--- config.mk ---
export PLATFORM = sky130hd
export DESIGN_NAME = unicode_stream_decoder_flat
export DESIGN_NICKNAME = d
export VERILOG_FILES = /design/src/hdl/usd_pkg.sv /design/src/hdl/usd_if.sv /design/src/hdl/unicode_stream_decoder.sv /design/src/hdl/usd_front.sv /design/src/hdl/usd_fifo.sv /design/src/hdl/usd_back.sv /design/src/flat_wrapper.sv
export VERILOG_INCLUDE_DIRS = /design/src /design/src/hdl
export SDC_FILE = /design/constraint.sdc
export NUM_CORES = 1
export LEC_CHECK = 0
export ABC_AREA = 1
export BUFFER_PORTS_ARGS = -buffer_cell sky130_fd_sc_hd__buf_2
export CAP_MARGIN = 5
export CORE_AREA = 3 3 173 141
export DETAILED_ROUTE_END_ITERATION = 10
export DIE_AREA = 0 0 176 144
export PLACE_DENSITY = 0.52
export SLEW_MARGIN = 20
export SYNTH_ARGS = -nofsm -noshare
export SYNTH_HDL_FRONTEND = slang
export SYNTH_SLANG_ARGS = --single-unit
--- constraint.sdc ---
create_clock -name i_clk -period 6.7 [get_ports i_clk]
set_clock_uncertainty 0.05 [all_clocks]
set_input_delay 0.67 -clock i_clk [delete_from_list [all_inputs] [get_ports i_clk]]
set_output_delay 0.67 -clock i_clk [all_outputs]
set_load 0.02 [all_outputs]
--- src/hdl/unicode_stream_decoder_macros.svh ---
// Assertion helpers used by the top-level decoder file.
`ifndef UNICODE_STREAM_DECODER_MACROS_SVH
`define UNICODE_STREAM_DECODER_MACROS_SVH

// Same-cycle implication, masked while reset is asserted.
`define USD_ASSERT_NOW(label, clk, rst_n, ante, cons, msg) \
    label: assert property (@(posedge clk) disable iff (!(rst_n)) (ante) |-> (cons)) \
        else $error(msg);

// Next-cycle implication, checked through reset as well.
`define USD_ASSERT_NEXT(label, clk, ante, cons, msg) \
    label: assert property (@(posedge clk) (ante) |=> (cons)) else $error(msg);

`endif

--- src/hdl/usd_pkg.sv ---
package usd_pkg;

    // Byte order / encoding selection
    typedef enum logic [2:0] {
        ENC_UTF8  = 3'd0,
        ENC_U16BE = 3'd1,
        ENC_U16LE = 3'd2,
        ENC_U32BE = 3'd3,
        ENC_U32LE = 3'd4
    } t_enc;

    // Result status codes
    typedef enum logic [2:0] {
        ST_CHAR      = 3'd0,
        ST_END       = 3'd1,
        ST_BAD_LEAD  = 3'd2,
        ST_BAD_TRAIL = 3'd3,
        ST_TRUNC     = 3'd4,
        ST_BAD_CP    = 3'd5,
        ST_OVERLONG  = 3'd6
    } t_status;

    // Register indexes on the configuration port
    localparam logic REG_ENCODING = 1'b0;
    localparam logic REG_BOM      = 1'b1;

    localparam int USD_QUEUE_DEPTH = 2;

    localparam logic [15:0] BOM_NATIVE  = 16'hFEFF;
    localparam logic [15:0] BOM_SWAPPED = 16'hFFFE;
    localparam logic [20:0] CP_MAX      = 21'h10FFFF;

    // Classified byte as it travels from front to back
    typedef struct packed {
        logic [7:0] data_byte;
        logic       end_of_stream;
        logic [2:0] u8_len;
        logic       is_trail;
    } t_item;

    // Configuration as seen by the back end
    typedef struct packed {
        logic restart;
        t_enc enc;
        logic bom;
    } t_ctl;

    // Unused register codes fall back to UTF-8
    function automatic t_enc eff_enc(input logic [2:0] code);
        t_enc r;
        unique case (code)
            3'd1:    r = ENC_U16BE;
            3'd2:    r = ENC_U16LE;
            3'd3:    r = ENC_U32BE;
            3'd4:    r = ENC_U32LE;
            default: r = ENC_UTF8;
        endcase
        return r;
    endfunction

    function automatic t_enc swap_enc(input t_enc e);
        t_enc r;
        unique case (e)
            ENC_U16BE: r = ENC_U16LE;
            ENC_U16LE: r = ENC_U16BE;
            ENC_U32BE: r = ENC_U32LE;
            ENC_U32LE: r = ENC_U32BE;
            default:   r = e;
        endcase
        return r;
    endfunction

    // Sequence length from a UTF-8 lead byte, zero for a continuation byte or F8 and up
    function automatic logic [2:0] utf8_len(input logic [7:0] b);
        logic [2:0] r;
        priority if (b < 8'h80) r = 3'd1;
        else if (b < 8'hC0)     r = 3'd0;
        else if (b < 8'hE0)     r = 3'd2;
        else if (b < 8'hF0)     r = 3'd3;
        else if (b < 8'hF8)     r = 3'd4;
        else                    r = 3'd0;
        return r;
    endfunction

endpackage

--- src/hdl/usd_if.sv ---
// Byte input channel
interface usd_in_if;
    logic       valid;
    logic       ready;
    logic [7:0] data_byte;
    logic       end_of_stream;

    modport source (output valid, data_byte, end_of_stream, input ready);
    modport sink   (input valid, data_byte, end_of_stream, output ready);
endinterface

// Decoded result channel
interface usd_out_if;
    logic        valid;
    logic        ready;
    logic [20:0] code_point;
    logic [2:0]  status;

    modport source (output valid, code_point, status, input ready);
    modport sink   (input valid, code_point, status, output ready);
endinterface

--- src/hdl/unicode_stream_decoder.sv ---
// Channel   Dir  Payload                          Transfer
// i_in      in   data_byte[7:0], end_of_stream    valid && ready
// o_out     out  code_point[20:0], status[2:0]    valid && ready
// cfg       in   APB, paddr 0 encoding, 4 bom     psel && penable && pwrite
//
// One byte per clock sustained while o_out is not stalled; a result is presented on
// o_out once its byte has passed the input register, the queue and the output register.
// The byte decode itself is combinational in the back end; stalls on o_out
// fill the queue and then drop i_in.ready.
// i_rst_n is synchronous: encoding UTF-8, BOM detection off, queue empty.
// Writing the encoding register restarts the sequence state with no result.
`include "unicode_stream_decoder_macros.svh"

module unicode_stream_decoder #(
    parameter int QUEUE_DEPTH = usd_pkg::USD_QUEUE_DEPTH
) (
    input  logic        i_clk,
    input  logic        i_rst_n,
    usd_in_if.sink      i_in,
    usd_out_if.source   o_out,
    input  logic        psel,
    input  logic        penable,
    input  logic        pwrite,
    input  logic [2:0]  paddr,
    input  logic [31:0] pwdata,
    output logic [31:0] prdata,
    output logic        pready
);
    import usd_pkg::*;

    logic [2:0] r_encoding;
    logic       r_bom;
    logic       cfg_wr;
    t_ctl       ctl;
    logic       fr_valid;
    t_item      fr_item;
    logic       q_full;
    logic       q_valid;
    t_item      q_item;
    logic       q_pop;

    // Register port
    assign pready = 1'b1;
    assign cfg_wr = psel && penable && pwrite && pready;
    assign prdata = (paddr[2] == REG_BOM) ? {31'd0, r_bom} : {29'd0, r_encoding};

    always_ff @(posedge i_clk) begin
        if (!i_rst_n) begin
            r_encoding <= 3'd0;
            r_bom      <= 1'b0;
        end else if (cfg_wr) begin
            if (paddr[2] == REG_ENCODING) begin
                r_encoding <= pwdata[2:0];
            end else begin
                r_bom <= pwdata[0];
            end
        end
    end

    // Restart takes the value being written
    assign ctl.restart = cfg_wr && (paddr[2] == REG_ENCODING);
    assign ctl.enc     = ctl.restart ? eff_enc(pwdata[2:0]) : eff_enc(r_encoding);
    assign ctl.bom     = r_bom;

    usd_front u_front (
        .i_clk   (i_clk),
        .i_rst_n (i_rst_n),
        .i_in    (i_in),
        .i_full  (q_full),
        .o_valid (fr_valid),
        .o_item  (fr_item)
    );

    usd_fifo #(
        .DEPTH (QUEUE_DEPTH)
    ) u_fifo (
        .i_clk   (i_clk),
        .i_rst_n (i_rst_n),
        .i_push  (fr_valid),
        .i_wdata (fr_item),
        .o_full  (q_full),
        .o_valid (q_valid),
        .o_rdata (q_item),
        .i_pop   (q_pop)
    );

    usd_back u_back (
        .i_clk   (i_clk),
        .i_rst_n (i_rst_n),
        .i_ctl   (ctl),
        .i_valid (q_valid),
        .i_item  (q_item),
        .o_pop   (q_pop),
        .o_out   (o_out)
    );

    `USD_ASSERT_NOW(a_zero_cp_on_status, i_clk, i_rst_n, o_out.valid && o_out.status != ST_CHAR, o_out.code_point == '0, "code point not zero on a status result")
    `USD_ASSERT_NOW(a_scalar_range, i_clk, i_rst_n, o_out.valid && o_out.status == ST_CHAR, o_out.code_point <= CP_MAX && o_out.code_point[20:11] != 10'h1B, "character is not a scalar value")
    `USD_ASSERT_NEXT(a_reset_empty, i_clk, !i_rst_n, !o_out.valid, "result valid after reset")
endmodule

--- src/hdl/usd_front.sv ---
module usd_front (
    input  logic           i_clk,
    input  logic           i_rst_n,
    usd_in_if.sink         i_in,
    input  logic           i_full,
    output logic           o_valid,
    output usd_pkg::t_item o_item
);
    import usd_pkg::*;

    logic  r_valid;
    t_item r_item;
    logic  push;

    // Move the held byte on whenever the queue has room
    assign push       = r_valid && !i_full;
    assign i_in.ready = !r_valid || !i_full;
    assign o_valid    = r_valid;
    assign o_item     = r_item;

    // Hold valid until the byte is pushed
    always_ff @(posedge i_clk) begin
        if (!i_rst_n) begin
            r_valid <= 1'b0;
        end else if (i_in.valid && i_in.ready) begin
            r_valid <= 1'b1;
        end else if (push) begin
            r_valid <= 1'b0;
        end
    end

    // Classify the byte on the way in
    always_ff @(posedge i_clk) begin
        if (i_in.valid && i_in.ready) begin
            r_item.data_byte     <= i_in.data_byte;
            r_item.end_of_stream <= i_in.end_of_stream;
            r_item.u8_len        <= utf8_len(i_in.data_byte);
            r_item.is_trail      <= (i_in.data_byte[7:6] == 2'b10);
        end
    end
endmodule

--- src/hdl/usd_fifo.sv ---
module usd_fifo #(
    parameter int DEPTH = usd_pkg::USD_QUEUE_DEPTH
) (
    input  logic           i_clk,
    input  logic           i_rst_n,
    input  logic           i_push,
    input  usd_pkg::t_item i_wdata,
    output logic           o_full,
    output logic           o_valid,
    output usd_pkg::t_item o_rdata,
    input  logic           i_pop
);
    import usd_pkg::*;

    localparam int AW = $clog2(DEPTH);
    localparam int CW = $clog2(DEPTH + 1);

    t_item          r_mem [DEPTH];
    logic [AW-1:0]  r_wr;
    logic [AW-1:0]  r_rd;
    logic [CW-1:0]  r_count;
    logic           do_push;
    logic           do_pop;

    assign o_full  = (r_count == CW'(DEPTH));
    assign o_valid = (r_count != '0);
    assign o_rdata = r_mem[r_rd];
    assign do_push = i_push && !o_full;
    assign do_pop  = i_pop && o_valid;

    // Advance pointers and occupancy
    always_ff @(posedge i_clk) begin
        if (!i_rst_n) begin
            r_wr    <= '0;
            r_rd    <= '0;
            r_count <= '0;
        end else begin
            if (do_push) begin
                r_wr <= (r_wr == AW'(DEPTH - 1)) ? '0 : r_wr + 1'b1;
            end
            if (do_pop) begin
                r_rd <= (r_rd == AW'(DEPTH - 1)) ? '0 : r_rd + 1'b1;
            end
            if (do_push && !do_pop) begin
                r_count <= r_count + 1'b1;
            end else if (do_pop && !do_push) begin
                r_count <= r_count - 1'b1;
            end
        end
    end

    // Store entries
    always_ff @(posedge i_clk) begin
        if (do_push) begin
            r_mem[r_wr] <= i_wdata;
        end
    end
endmodule

--- src/hdl/usd_back.sv ---
module usd_back (
    input  logic           i_clk,
    input  logic           i_rst_n,
    input  usd_pkg::t_ctl  i_ctl,
    input  logic           i_valid,
    input  usd_pkg::t_item i_item,
    output logic           o_pop,
    usd_out_if.source      o_out
);
    import usd_pkg::*;

    logic [23:0] r_unit;
    logic [2:0]  r_held;
    logic [2:0]  r_expected;
    t_enc        r_enc;
    logic        r_first;
    logic        r_out_valid;
    logic [20:0] r_out_cp;
    t_status     r_out_st;

    logic [23:0] n_unit;
    logic [2:0]  n_held;
    logic [2:0]  n_expected;
    t_enc        n_enc;
    logic        n_first;

    logic        take;
    logic [7:0]  b;
    logic [7:0]  lead;
    logic [7:0]  second;
    logic [15:0] u16_first;
    logic [15:0] u16_hi;
    logic [15:0] u16_lo;
    logic [31:0] u32_val;
    logic        is_char;
    logic        is_err;
    logic        drop;
    t_status     err_st;
    logic [20:0] char_cp;
    logic        res_valid;
    logic [20:0] res_cp;
    t_status     res_st;

    assign take  = i_valid && (!r_out_valid || o_out.ready);
    assign o_pop = take;
    assign b     = i_item.data_byte;

    // Pick lead and second byte of a finished UTF-8 sequence
    always_comb begin
        unique case (r_expected)
            3'd3:    begin lead = r_unit[15:8];  second = r_unit[7:0];  end
            3'd4:    begin lead = r_unit[23:16]; second = r_unit[15:8]; end
            default: begin lead = r_unit[7:0];   second = b;            end
        endcase
    end

    // Assemble 16- and 32-bit units in either byte order
    always_comb begin
        if (r_enc == ENC_U16LE) begin
            u16_first = {b, r_unit[7:0]};
            u16_hi    = {r_unit[15:8], r_unit[23:16]};
            u16_lo    = {b, r_unit[7:0]};
        end else begin
            u16_first = {r_unit[7:0], b};
            u16_hi    = r_unit[23:8];
            u16_lo    = {r_unit[7:0], b};
        end
        if (r_enc == ENC_U32LE) begin
            u32_val = {b, r_unit[7:0], r_unit[15:8], r_unit[23:16]};
        end else begin
            u32_val = {r_unit, b};
        end
    end

    // Decode one byte against the sequence state
    always_comb begin
        n_unit     = {r_unit[15:0], b};
        n_held     = r_held + 3'd1;
        n_expected = r_expected;
        n_enc      = r_enc;
        n_first    = r_first;
        is_char    = 1'b0;
        is_err     = 1'b0;
        err_st     = ST_CHAR;
        char_cp    = '0;
        drop       = 1'b0;

        unique case (r_enc)
            ENC_U16BE, ENC_U16LE: begin
                if (r_held == 3'd0) begin
                    n_expected = 3'd2;
                end else if (r_held == 3'd1) begin
                    if (u16_first[15:10] == 6'b110111) begin
                        is_err = 1'b1;
                        err_st = ST_BAD_LEAD;
                    end else if (u16_first[15:10] == 6'b110110) begin
                        n_expected = 3'd4;
                    end else begin
                        is_char = 1'b1;
                        char_cp = {5'd0, u16_first};
                    end
                end else if (r_held == 3'd3) begin
                    if (u16_lo[15:10] != 6'b110111) begin
                        is_err = 1'b1;
                        err_st = ST_BAD_TRAIL;
                    end else begin
                        is_char = 1'b1;
                        char_cp = {1'b0, u16_hi[9:0], u16_lo[9:0]} + 21'h10000;
                    end
                end
            end
            ENC_U32BE, ENC_U32LE: begin
                if (r_held == 3'd3) begin
                    if (u32_val > {11'd0, CP_MAX} || u32_val[31:11] == 21'h1B) begin
                        is_err = 1'b1;
                        err_st = ST_BAD_CP;
                    end else begin
                        is_char = 1'b1;
                        char_cp = u32_val[20:0];
                    end
                end
            end
            default: begin
                if (r_held == 3'd0) begin
                    if (i_item.u8_len == 3'd0) begin
                        is_err = 1'b1;
                        err_st = ST_BAD_LEAD;
                    end else if (i_item.u8_len == 3'd1) begin
                        is_char = 1'b1;
                        char_cp = {13'd0, b};
                    end else begin
                        n_expected = i_item.u8_len;
                    end
                end else if (!i_item.is_trail) begin
                    is_err = 1'b1;
                    err_st = ST_BAD_TRAIL;
                end else if (n_held == r_expected) begin
                    if ((lead == 8'hED && second > 8'h9F) ||
                        (lead == 8'hF4 && second > 8'h8F) || lead > 8'hF4) begin
                        is_err = 1'b1;
                        err_st = ST_BAD_CP;
                    end else if (lead < 8'hC2 || (lead == 8'hE0 && second < 8'hA0) ||
                                 (lead == 8'hF0 && second < 8'h90)) begin
                        is_err = 1'b1;
                        err_st = ST_OVERLONG;
                    end else begin
                        is_char = 1'b1;
                        unique case (r_expected)
                            3'd2:    char_cp = {10'd0, lead[4:0], b[5:0]};
                            3'd3:    char_cp = {5'd0, lead[3:0], second[5:0], b[5:0]};
                            default: char_cp = {lead[2:0], second[5:0], r_unit[5:0],
                                                b[5:0]};
                        endcase
                    end
                end
            end
        endcase

        // Close the sequence on a character or an error
        if (is_char || is_err) begin
            n_held     = 3'd0;
            n_expected = 3'd0;
            n_first    = 1'b0;
        end

        // Drop a leading byte order mark, flipping byte order when swapped
        if (is_char && r_first && i_ctl.bom) begin
            if (char_cp == {5'd0, BOM_NATIVE}) begin
                drop = 1'b1;
            end else if (char_cp == {5'd0, BOM_SWAPPED} && r_enc != ENC_UTF8) begin
                drop  = 1'b1;
                n_enc = swap_enc(r_enc);
            end
        end

        res_valid = is_err || (is_char && !drop);
        res_cp    = is_char ? char_cp : '0;
        res_st    = is_err ? err_st : ST_CHAR;

        // End of stream restarts everything
        if (i_item.end_of_stream) begin
            n_held     = 3'd0;
            n_expected = 3'd0;
            n_enc      = i_ctl.enc;
            n_first    = 1'b1;
            res_valid  = 1'b1;
            res_cp     = '0;
            res_st     = (r_held != 3'd0) ? ST_TRUNC : ST_END;
        end
    end

    // Sequence state
    always_ff @(posedge i_clk) begin
        if (!i_rst_n) begin
            r_held     <= 3'd0;
            r_expected <= 3'd0;
            r_enc      <= ENC_UTF8;
            r_first    <= 1'b1;
        end else if (i_ctl.restart) begin
            r_held     <= 3'd0;
            r_expected <= 3'd0;
            r_enc      <= i_ctl.enc;
            r_first    <= 1'b1;
        end else if (take) begin
            r_held     <= n_held;
            r_expected <= n_expected;
            r_enc      <= n_enc;
            r_first    <= n_first;
        end
    end

    always_ff @(posedge i_clk) begin
        if (take) begin
            r_unit <= n_unit;
        end
    end

    // Output register: load a new result or drop one that was taken
    always_ff @(posedge i_clk) begin
        if (!i_rst_n) begin
            r_out_valid <= 1'b0;
        end else if (!r_out_valid || o_out.ready) begin
            r_out_valid <= take && res_valid;
        end
    end

    always_ff @(posedge i_clk) begin
        if (take && res_valid && (!r_out_valid || o_out.ready)) begin
            r_out_cp <= res_cp;
            r_out_st <= res_st;
        end
    end

    assign o_out.valid      = r_out_valid;
    assign o_out.code_point = r_out_cp;
    assign o_out.status     = r_out_st;
endmodule

--- src/flat_wrapper.sv ---
// flat-port wrapper written by rule: the top's interface ports become plain ports
module unicode_stream_decoder_flat import usd_pkg::*;
#(
    parameter int QUEUE_DEPTH = usd_pkg::USD_QUEUE_DEPTH
)
  (i_clk, i_rst_n, psel, penable, pwrite, paddr, pwdata, prdata, pready, i_in_valid, i_in_data_byte, i_in_end_of_stream, i_in_ready, o_out_valid, o_out_code_point, o_out_status, o_out_ready);
  usd_in_if i_in_i ();
  usd_out_if o_out_i ();
  input  logic i_clk;
  input  logic i_rst_n;
  input  logic psel;
  input  logic penable;
  input  logic pwrite;
  input  logic [2:0] paddr;
  input  logic [31:0] pwdata;
  output logic [31:0] prdata;
  output logic pready;
  input wire logic [$bits(i_in_i.valid)-1:0] i_in_valid;
  input wire logic [$bits(i_in_i.data_byte)-1:0] i_in_data_byte;
  input wire logic [$bits(i_in_i.end_of_stream)-1:0] i_in_end_of_stream;
  output wire logic [$bits(i_in_i.ready)-1:0] i_in_ready;
  output wire logic [$bits(o_out_i.valid)-1:0] o_out_valid;
  output wire logic [$bits(o_out_i.code_point)-1:0] o_out_code_point;
  output wire logic [$bits(o_out_i.status)-1:0] o_out_status;
  input wire logic [$bits(o_out_i.ready)-1:0] o_out_ready;
  assign i_in_i.valid = i_in_valid;
  assign i_in_i.data_byte = i_in_data_byte;
  assign i_in_i.end_of_stream = i_in_end_of_stream;
  assign i_in_ready = i_in_i.ready;
  assign o_out_valid = o_out_i.valid;
  assign o_out_code_point = o_out_i.code_point;
  assign o_out_status = o_out_i.status;
  assign o_out_i.ready = o_out_ready;
  unicode_stream_decoder #(.QUEUE_DEPTH(QUEUE_DEPTH)) u_core (.i_clk(i_clk), .i_rst_n(i_rst_n), .i_in(i_in_i), .o_out(o_out_i), .psel(psel), .penable(penable), .pwrite(pwrite), .paddr(paddr), .pwdata(pwdata), .prdata(prdata), .pready(pready));
endmodule
== Word level (Yosys, flattened, before mapping) ==
Memories as Yosys holds them, arrays and structs flattened. A register that Yosys moved wholly into a read port is not among the register bits.
Cells that the tools add are included.

* Memories: 1
* Flip-flop bits (word level): 81
* RAM bits: 26

* Muxes and demuxes: 112
* Add/subtract/negate cells: 6
* Bitwise gates (word level): 3
* Reduce and logical (&&, ||, !) cells: 60
* Eq/ne operators: 36
* $lt $le $gt $ge: 12

{| class="wikitable"
|+ Memories
! name !! words !! width !! rd ports !! clocked after Yosys merged registers in !! wr ports !! line !! RTL
|-
| u_core.u_fifo.r_mem || 2 || 13 || 1 || 1 || 1 || usd_fifo.sv:18 || <nowiki>t_item r_mem [DEPTH];</nowiki>
|}

{| class="wikitable"
|+ Operators with widths
! cell !! number
|-
| $mux 21 || 11
|-
| $mux 3 || 32
|-
| $pmux 21 s2 || 2
|-
| $lt 8x8->1 const B || 8
|-
| $mux 16 || 3
|-
| $mux 1 || 43
|-
| $eq 21x16->1 const B || 2
|-
| $pmux 3 s4 || 3
|-
| $eq 8x8->1 const B || 4
|-
| $gt 32x21->1 const B || 1
|-
| $mux 32 || 1
|-
| $pmux 8 s2 || 2
|-
| $eq 3x2->1 const B || 9
|-
| $gt 8x8->1 const B || 3
|-
| $add 20x17->21 const B || 1
|-
| $eq 21x5->1 const B || 1
|-
| $logic_and 1x1->1 || 19
|-
| $mux 2 || 8
|-
| $mux 8 || 2
|-
| $eq 3x1->1 const B || 5
|-
| $eq 3x3->1 const B || 4
|-
| $eq 6x6->1 const B || 2
|-
| $pmux 3 s2 || 2
|-
| $reduce_bool 3->1 || 4
|-
| 25 further kinds || 57
|}

== Depth between registers and ports, before layout ==
Gate-level depths: netlist of run 1.

* Depth in word-level cells: 23
* Mapped depth: 25
* Gate-level depth less buffers: 23

== Hierarchy ==
A second synthesis of run 1 with hierarchy kept.

* Cell total of the unflattened synthesis: 903
* Area total of the unflattened synthesis: 7174.4 µm²

{| class="wikitable"
|+ Modules (own cells, without submodules)
! module !! area an instance (µm²) !! cells an instance !! sequential area each (µm²) !! times used
|-
| usd_back || 4957.3 || 725 || 1661.6 || 1
|-
| usd_fifo || 1223.7 || 77 || 880.8 || 1
|-
| unicode_stream_decoder || 516.7 || 74 || 80.1 || 1
|-
| usd_front || 476.7 || 27 || 410.4 || 1
|}

== Worst setup path after synthesis of run 1 ==
OpenSTA, ideal clock, no wires.

* Kind: register to register
* Start point: register with a tool-made name
* End point: register u_core.u_back.r_out_cp[0], in the netlist u_core.u_back.o_out.code_point[0], enable pin
* Arrival time: 2.571 ns
* Path buffers: 3
* Cell stages (with the launch flop): 22
* Period minus slack after synthesis: 3.000 ns
* Data required time: 6.271 ns
* Setup slack: 3.700 ns
* Path through: dfxtp_1 > buf_4 > buf_4 > nand2_1 > o21ai_0 > nand2_1 > nor2_1 > nand3_1 > nand2_1 > nand2_1 > nor2_4 > nand2_4 > buf_6 > o22ai_1 > inv_1 > nand2_1 > inv_1 > nand2_1 > a21oi_1 > nand3_1 > nand2_1 > inv_1

{| class="wikitable"
|+ RTL lines
! item !! line !! RTL
|-
| end signal, assigned || usd_back.sv:229 || <nowiki>r_out_cp <= res_cp;</nowiki>
|-
| end, declared || usd_back.sv:18 || <nowiki>logic [20:0] r_out_cp;</nowiki>
|}

==> run summary, run 1 <==
worst hold path class = flop to flop
RSZ-0062 raised after global routing = false
TritonRoute pass-1 iters = 5
main area contributors after synthesis = edfxtp_1, nand2_1, dfxtp_1
Critical Path Sink Type = flop
Hold Path Cell Cnt = 0
Synth Register Bits = 108
global-route wire length before repair = 31,100 um
Rel. slew slack = 36.8%
via count = 5,895
CTS sink cnt = 108
Max IR drop VDD = 158 uV
startpoint types = flop
Reg clk slew, reported paths = 0.08 ns
Worst Path Required = 6.61 ns
largest area contributor in the netlist = edfxtp_1
Nets = 973
Reg2Reg Setup Slack = 1.99 ns
most common cell after layout, fill and taps aside = nand2_1
fmax = 212 MHz
Power per Cell Area = 458 mW/mm^2
hold_sp = u_core.u_front.o_item[0]
GP Congestion = 0.978
hold endpoint = u_core.u_fifo.r_mem[0][0]
Synth Cell Area = 0.00678 mm^2
gr ovfl total = 0
synthesis-to-finish area growth = 10.6%
Placed Cells = 1,211
Total Routed Length = 20,000 um
largest net degree at the start of global routing = 42
CTS tree = built
ys async rst share = 0%
area share of the largest cell type after synthesis = 38.5%
Worst-Margin Slew = 0.946 ns
Post-Layout Cell Count = 1,227
Die Y-Extent = 144 um
R2R depth = 21
Post-synth EDFFs = 87
Via density = 4.80
root buffer cell = clkbuf_16
DRT antenna net count = 0
Final HPWL DP = 15,100 um
diode count = 0
YS warnings = 0
Horiz. Die Dim = 176 um
number of hold-repair buffers added at the cts stage = 0
commonest cells after routing, fill and taps aside = nand2_1, inv_1, edfxtp_1
minimum clock period = 4.71 ns
post-CTS setup buffer count = 0
CP Max Fanout = 24
status = completed
Top Ports = 110
Hold Slack = 0.403 ns
CTS Buf Count = 9
placement row count = 49
crit path DAT = 4.61 ns
Final setup viols = 0
proportion of synthesized chip area in sequential cells = 44.7%
Primary FF master, synth = edfxtp_1
setup TNS = 0 ns
Iter 0 DRT Violations = 597
Placeable Area = 0.0226 mm^2
Worst-Skew Late Latency = 0.36 ns
Synth Instances = 877
Final Max Tran Viols = 0
Final Cycle Share = 70.3%
Buffers on Ports = 48
Initial Util = 30.0%
routed len/inst = 16.3 um
Leak = 3.15 nW
Mean Syn Cell Area = 7.73 um^2
critical path class = flop to flop
GRT Resource Usage Total = 16.0%
H-tree depth = 3
clk buf depth = 2
die area = 0.0253 mm^2
layout cell share with drive strength beyond 1 = 12.9%
post-cts resize count = 0
vias in the first global route = 5,480
antenna violations before repair = 0
max cap viols = 0
drc violations = 0
reg2reg end = u_core.u_back.o_out.code_point[13]
synth unique cells = 45
Fin. Hold Viols = 0
-- logic make-up (layout without fill, tap and decap cells) --
group | count (synthesis) | count (layout) | share of synthesized area (%)
and+or+nand+nor | 429 | 429 | 28.5
buffers and inverters | 163 | 179 | 11.7
AOI/OAI and AO/OA | 162 | 162 | 13.0
DFF | 108 | 108 | 44.7
adders and majority gates | 6 | 6 | 1.11
xor gates and xnor gates | 5 | 5 | 0.646
other | 2 | 30 | 0.111
muxes | 2 | 2 | 0.295
-- critical path: stages (launching register included) --
cell     delay, ns
dfxtp_1       0.74
inv_2         0.22
nand2_1       0.10
nand2_1       0.24
inv_1         0.19
nand2_1       0.06
nor2_1        0.16
nand3_1       0.10
nand2_1       0.09
nand2_1       0.10
nor2_4        0.19
nand2_4       0.18
o21ai_0       0.44
inv_1         0.12
nand2_1       0.09
nand2_1       0.05
nor2_1        0.12
nand3_1       0.18
nor2_2        0.20
nand3_1       0.10
nand2_1       0.14
inv_1         0.41
-- layer usage --
layer  wire (um)  up-vias  track usage [%]
li1            -     2946                -
met1        9540     2704             24.0
met2        8370      215             23.3
met3        1650       28             3.33
met4         351        2             3.83
met5          60        -             1.89
-- worst max-delay path by stage --
| stage | endpoint | slack [ns] | depth (start not counted) |
|---|---|---|---|
| 6_report | u_core.u_back.o_out.code_point[13] | 1.99 | 21 |
| 5_1_grt | u_core.u_back.o_out.code_point[15] | 1.51 | 21 |
| 4_1_cts | u_core.u_back.o_out.code_point[13] | 2.03 | 19 |
| 3_5_place_dp | u_core.u_back.o_out.code_point[15] | 2.06 | 19 |
| 3_3_place_gp | u_core.u_back.o_out.code_point[15] | 2.04 | 21 |
| 2_1_floorplan | u_core.u_back.o_out.code_point[0] | 3.70 | 21 |
-- power by group --
part / switching [mW] / internal, mW / total [mW]
logic: 1.19 / 0.451 / 1.64
clock network: 0.301 / 0.271 / 0.572
registers: 0.225 / 0.997 / 1.22
-- cells in the mapped netlist, types with 7 or more instances --
library cell,instances
o21ai_1,12
inv_1,102
nand2_2,9
o22ai_1,13
nor2_1,86
nor2_2,10
nand3_1,77
o21ai_0,76
nand2_1,206
clkbuf_1,9
dfxtp_1,21
nand4_1,13
nand3_2,8
a21oi_1,41
nor3_1,7
edfxtp_1,87
buf_4,34
-- sequential cells by signal (all words and copies together) (netlist names), named ones only --
| name | count |
|---|---|
| u_core.u_front.o_item | 13 |
| u_core.u_back.r_enc | 3 |
| u_core.u_fifo.r_mem | 26 |
| u_core.u_back.r_first | 1 |
| u_core.u_back.o_out.code_point | 21 |
| u_core.u_fifo.r_rd | 1 |
| u_core.r_bom | 1 |
| u_core.u_back.o_out.status | 3 |
| u_core.u_fifo.r_count | 2 |
| u_core.u_back.r_unit | 24 |
| u_core.u_fifo.r_wr | 1 |
| u_core.u_front.o_valid | 1 |
| u_core.r_encoding | 3 |
| u_core.u_back.o_out.valid | 1 |
| u_core.u_back.r_expected | 3 |
| u_core.u_back.r_held | 3 |
-- layout make-up --
type | instances | area [um^2]
Timing Repair Buffer | 53 | 278
Tap cell | 306 | 383
Multi-Input combinational cell | 634 | 3080
Clock buffer | 9 | 225
Inverter | 110 | 415
Clock inverter | 7 | 86.3
Fill cell | 2445 | 15100
Sequential cell | 108 | 3030
-- stage by stage --
stage               instance area [um^2]  power (mW)  setup slack, ns  util, %
finish                              7500        3.43             1.99     33.2
global route                        7500        3.72             1.51     33.2
CTS                                 7490        3.43             2.03     33.1
detailed placement                  7180        2.85             2.06     31.8
global placement                    7180        2.85             2.04     31.8
floorplan                           6890        2.34             3.70        -
Note: power is estimated with default switching activity, not from simulation.
==> run 2: changes to the inputs <==
Clock period 6.7 ns to 4.6 ns, I/O delays scaled along.
==> run 2 against run 1 <==
  * Utilization up 0.52 points
  * Critical path depth unchanged
  * Clock power up 44%
==> run summary, run 2 (synthesis gave the netlist of run 1 again) <==
status = completed
CTS tree = built
CTS Buf Count = 9
worst flop-to-flop path startpoint = u_core.u_back.r_expected[1]
CTS sink cnt = 108
R2R depth = 21
antenna violations before repair = 0
GRT Resource Usage Total = 15.8%
Final setup viols = 0
setup TNS = 0 ns
Rel. slew slack = 37.7%
fmax = 241 MHz
Worst Path Required = 4.67 ns
gr ovfl total = 0
startpoint types = flop
Total Routed Length = 19,800 um
Worst Setup SP = u_core.u_back.r_expected[1]
drc violations = 0
clk buf depth = 2
Horiz. Die Dim = 176 um
number of hold-repair buffers added at the cts stage = 0
Leak = 3.22 nW
diode count = 0
Post-Layout Cell Count = 1,241
vias in the first global route = 5,361
Placed Cells = 1,225
Critical Path Sink Type = flop
layout cell share with drive strength beyond 1 = 14.2%
DR top layer = met4
hold_sp = i_in_data_byte[0]
met3 routed WL = 1250 um
worst hold path class = input pin to flop
setup ws final = 0.456 ns
Power Total = 5.07 mW
WL met1 = 10,100 um
Iter 0 DRT Violations = 598
H-tree depth = 3
TritonRoute pass-1 iters = 5
root buffer cell = clkbuf_16
fin area = 0.00762 mm^2
Nets = 987
largest register by flop count = u_core.u_fifo.r_mem
placement row count = 49
CP Max Fanout = 24
Final HPWL DP = 15,300 um
commonest cells after routing, fill and taps aside = nand2_1, inv_1, edfxtp_1
CP Cell Sequence = nor2_4 > nand2_2 > nand2_4 > inv_1 > nand2_1 > nand2_1 > inv_1 > nand2_1 > nor2_1 > nand2_1 > nand2_2 > nand3_2 > o21ai_1 > nand2_2 > o21bai_1 > nand3_1 > a21oi_1 > nand3_1 > nand2_1 > inv_1 > buf_12
most common cell after layout, fill and taps aside = nand2_1
Initial Util = 30.0%
Fin. Hold Viols = 0
Die Y-Extent = 144 um
synthesis-to-finish area growth = 12.3%
routed len/inst = 16.0 um
Reg clk slew, reported paths = 0.08 ns
die area = 0.0253 mm^2
Hold Slack = 0.220 ns
post-cts resize count = 0
dpl cell area = 0.00730 mm^2
Final Cycle Share = 90.1%
via count = 5,931
DRT antenna net count = 0
minimum clock period = 4.14 ns
GP Congestion = 0.980
Buffers on Ports = 48
Worst-Margin Slew = 0.928 ns
critical path class = flop to flop
Worst setup endpoint = u_core.u_back.o_out.code_point[13]
reg2reg end = u_core.u_back.o_out.code_point[13]
Final Max Tran Viols = 0
CP max stage cell = dfxtp_1
Placeable Area = 0.0226 mm^2
max reg flops = 26
Final Core Density = 33.7%
biggest regs = u_core.u_fifo.r_mem x26, u_core.u_back.r_unit x24, u_core.u_back.o_out.code_point x21
global-route wire length before repair = 31,000 um
Max IR drop VDD = 205 uV
Top Ports = 110
most used cell, CP = nand2_1
post-CTS setup buffer count = 0
max cap viols = 0
Via density = 4.78
RSZ-0062 raised after global routing = false
crit path DAT = 4.21 ns
Worst-Skew Late Latency = 0.36 ns
CP peak stage delay = 0.54 ns
largest net degree at the start of global routing = 42
Power per Cell Area = 666 mW/mm^2
Routed met2 length = 8130 um
Reg2Reg Setup Slack = 0.46 ns
dpl ws = 0.598 ns
==> run 2: power breakdown <==
part,total [mW],switching (mW),internal (mW)
Sequential,1.77,0.320,1.45
Clock,0.824,0.430,0.394
Combinational,2.48,1.76,0.718
==> run 2: area by class of cell <==
class	count	area, um^2
fill	2446	15000
multi-input combinational	634	3080
sequential	108	3030
inverter	110	415
timing repair buffer	67	395
tap	306	383
clock buffer	9	225
clock inverter	7	86.3
==> run 2: how the worst min path moves through the flow <==
stage / depth (start not counted) / slack (ns) / endpoint
final: 1 / 0.22 / u_core.u_front.o_item[5]
after global placement: 0 / 0.38 / u_core.u_fifo.r_mem[0][8]
after detailed placement: 0 / 0.38 / u_core.u_fifo.r_mem[1][8]
after global routing: 1 / 0.21 / u_core.u_front.o_item[5]
after floorplan: 0 / 0.37 / u_core.u_fifo.r_mem[0][0]
after CTS: 1 / 0.21 / u_core.u_front.o_item[5]
==> run 2: worst max-delay path: cells and delay by family (launching register included) <==
family	cells	cell delay, ns
and+or+nand+nor	14	1.96
DFF	1	0.54
buffers and inverters	4	0.45
AOI/OAI and AO/OA	3	0.86
==> run 2: per-layer routing <==
metal | vias up | track usage (%)
met3 | 30 | 2.49
met2 | 205 | 22.6
met1 | 2720 | 24.9
li1 | 2976 | -
met4 | 0 | 3.75
met5 | - | 0
==> run 3: changes to the inputs <==
Settings changed: CORE_AREA 3 3 173 141 to 3 3 177 145, DIE_AREA 0 0 176 144 to 0 0 180 148, SYNTH_HIERARCHICAL set to 1.
==> run 3 against run 2 <==
  * Clock-buffer cell count stayed put
  * Sequential share of layout area is 1.6 points lower
  * Register-to-register slack better by 0.04 ns
  * Utilization is 0.66 points lower
  * Maximum frequency is 1.1% higher
  * Routed wire length is 4.1% higher
  * Hold slack hardly changed
  * Critical endpoint is now u_core/u_back/o_out.code_point[16]
==> run summary, run 3 <==
Final HPWL DP = 16,200 um
top-count cell post-synth = nand2_1
global-route wire length before repair = 32,500 um
Leak = 3.37 nW
startpoint types = flop
die area = 0.0266 mm^2
Commonest cells post-synth = nand2_1, inv_1, nor2_1
Clk network pwr share = 16.0%
largest net degree at the start of global routing = 25
busiest layer in global routing = met1
Final Max Tran Viols = 0
max cap viols = 0
fmax = 244 MHz
Top Ports = 110
Via density = 4.83
CTS sink cnt = 108
grt met2 use = 22.8%
status = completed
Worst Path Required = 4.67 ns
gr ovfl total = 0
via count = 6,157
routed len/inst = 16.2 um
Power per Cell Area = 608 mW/mm^2
proportion of synthesized chip area in sequential cells = 42.3%
Max IR drop VDD = 189 uV
synthesis-to-finish area growth = 10.7%
GP Congestion = 0.932
hold_sp = i_in_end_of_stream
Reg clk slew, reported paths = 0.08 ns
crit path DAT = 4.17 ns
largest register by flop count = u_core/u_fifo/r_mem
R2R depth = 23
setup ws final = 0.501 ns
diode count = 0
Power Total = 4.83 mW
Worst-Skew Late Latency = 0.36 ns
Synth Cell Area = 0.00717 mm^2
GR Util met1 = 23.1%
GR Util met3 = 3.54%
Post-synth EDFFs = 87
Sw Ratio = 48.4%
reg2reg end = u_core/u_back/o_out.code_point[16]
CTS Buf Count = 9
Reg2Reg Setup Slack = 0.50 ns
Primary FF master, synth = edfxtp_1
post-cts resize count = 0
minimum clock period = 4.10 ns
ys async rst share = 0%
main area contributors after synthesis = edfxtp_1, nand2_1, dfxtp_1
Mean Syn Cell Area = 7.95 um^2
Iter 0 DRT Violations = 604
Synth Area in XOR/XNOR = 0.488%
Placeable Area = 0.0241 mm^2
Rel. slew slack = 51.3%
Fin. Hold Viols = 0
DRT antenna net count = 0
Nets = 1,008
biggest regs = u_core/u_fifo/r_mem x26, u_core/u_back/r_unit x24, u_core/u_back/o_out.code_point x21
CTS tree = built
drc violations = 0
Initial Util = 29.8%
CP Max Fanout = 24
dpl ws = 0.570 ns
largest family of logic cells by synthesized area = simple AND/OR/NAND/NOR gates
synth unique cells = 57
max reg flops = 26
clk buf depth = 2
post-synthesis compound-gate area fraction = 11.6%
Synth Area in Simple Gates = 29.7%
Buffers on Ports = 48
Horiz. Die Dim = 180 um
area occupied by multi-input gates = 0.00339 mm^2
H-tree depth = 3
TritonRoute pass-1 iters = 5
RSZ-0062 raised after global routing = false
mux cell area share after synthesis = 2.70%
Synth Instances = 903
combinational cell fraction of total power = 50.2%
area share of the largest cell type after synthesis = 36.4%
Critical Path Sink Type = flop
critical path class = flop to flop
number of hold-repair buffers added at the cts stage = 0
YS warnings = 6
Sequential Area = 0.00303 mm^2
largest area contributor in the netlist = edfxtp_1
Final setup viols = 0
setup TNS = 0 ns
Synth Register Bits = 108
layout cell share with drive strength beyond 1 = 17.1%
NetSw = 2.34 mW
Hold Path Cell Cnt = 1
antenna violations before repair = 0
worst hold path class = input pin to flop
vias in the first global route = 5,843
Die Y-Extent = 148 um
placement row count = 51
root buffer cell = clkbuf_16
hold endpoint = u_core/u_front/o_item[4]
Flop pwr share = 33.8%
most common cell after layout, fill and taps aside = nand2_1
internal power = 2.49 mW
Worst-Margin Slew = 0.728 ns
fillers = 2,588
Final Cycle Share = 89.1%
post-CTS setup buffer count = 0
Post-Synth Adder-Cell Area = 1.05%
GRT Resource Usage Total = 15.5%
commonest cells after routing, fill and taps aside = nand2_1, inv_1, nor2_1
Total Routed Length = 20,700 um
==> run 3: routing by layer <==
metal	vias up	wire, um
met5	-	0
met4	0	225
met3	18	1580
met2	216	8650
met1	2860	10200
li1	3063	-
==> run 3: worst max-delay path, stage by stage (launching register included) <==
cell and delay [ns]:
dfxtp_1 0.31, buf_4 0.25, mux2_2 0.45, inv_1 0.20, nor2_1 0.07, nor2_1 0.12
nand3_1 0.09, nand2_1 0.08, nand2_1 0.05, nand2_1 0.07, nand2_2 0.12, nor2_4 0.35
nand2_2 0.18, o21ai_1 0.15, nand2_1 0.14, nor2_1 0.12, nand2_1 0.14, nor2_2 0.19
nand2_2 0.13, nand3_1 0.12, nand2_1 0.06, nand2_1 0.12, inv_1 0.10, buf_12 0.17
==> run 3: how the worst max path moves through the flow <==
stage | from | end | slack (ns) | cells after the start
after floorplan | flop | u_core/u_back/o_out.code_point[0] | 1.22 | 19
after global placement | flop | u_core/u_back/o_out.code_point[17] | 0.57 | 23
after detailed placement | flop | u_core/u_back/o_out.code_point[17] | 0.57 | 23
after CTS | flop | u_core/u_back/o_out.code_point[17] | 0.56 | 23
after global routing | flop | u_core/u_back/o_out.code_point[18] | 0.16 | 23
final | flop | u_core/u_back/o_out.code_point[16] | 0.50 | 23
==> run 3: kinds of logic (layout without fill, tap and decap cells) <==
logic type	after synthesis	after routing
AOI/OAI and AO/OA	140	140
xor gates and xnor gates	4	4
adders and majority gates	6	6
buffers and inverters	174	199
DFF	108	108
muxes	14	14
other	2	30
and+or+nand+nor	455	455
==> run 3: layout make-up <==
type,instances,share of cell area [%]
clock buffer,9,2.84
clock inverter,7,0.851
timing repair buffer,67,4.98
inverter,116,5.48
multi-input combinational,649,42.7
sequential,108,38.2
tap,318,5.01
==> run 3: power groups by stage <==
stage	Sequential, mW	Clock, mW	Combinational (mW)
floorplan	1.64	0	1.64
global placement	1.64	0	2.39
detailed placement	1.64	0	2.38
CTS	1.62	0.798	2.39
global route	1.65	0.840	2.68
finish	1.63	0.772	2.43
==> run 3: through the flow <==
| step | util, % | hold WS, ns | instance area, um^2 | instances |
|---|---|---|---|---|
| 6_report | 33.0 | 0.220 | 7940 | 1274 |
| 5_1_grt | 33.0 | 0.197 | 7940 | 1274 |
| 4_1_cts | 33.0 | 0.203 | 7940 | 1274 |
| 3_5_place_dp | 31.8 | 0.381 | 7640 | 1258 |
| 2_1_floorplan | - | 0.371 | 7280 | 931 |
| 3_3_place_gp | 31.8 | 0.375 | 7640 | 1258 |
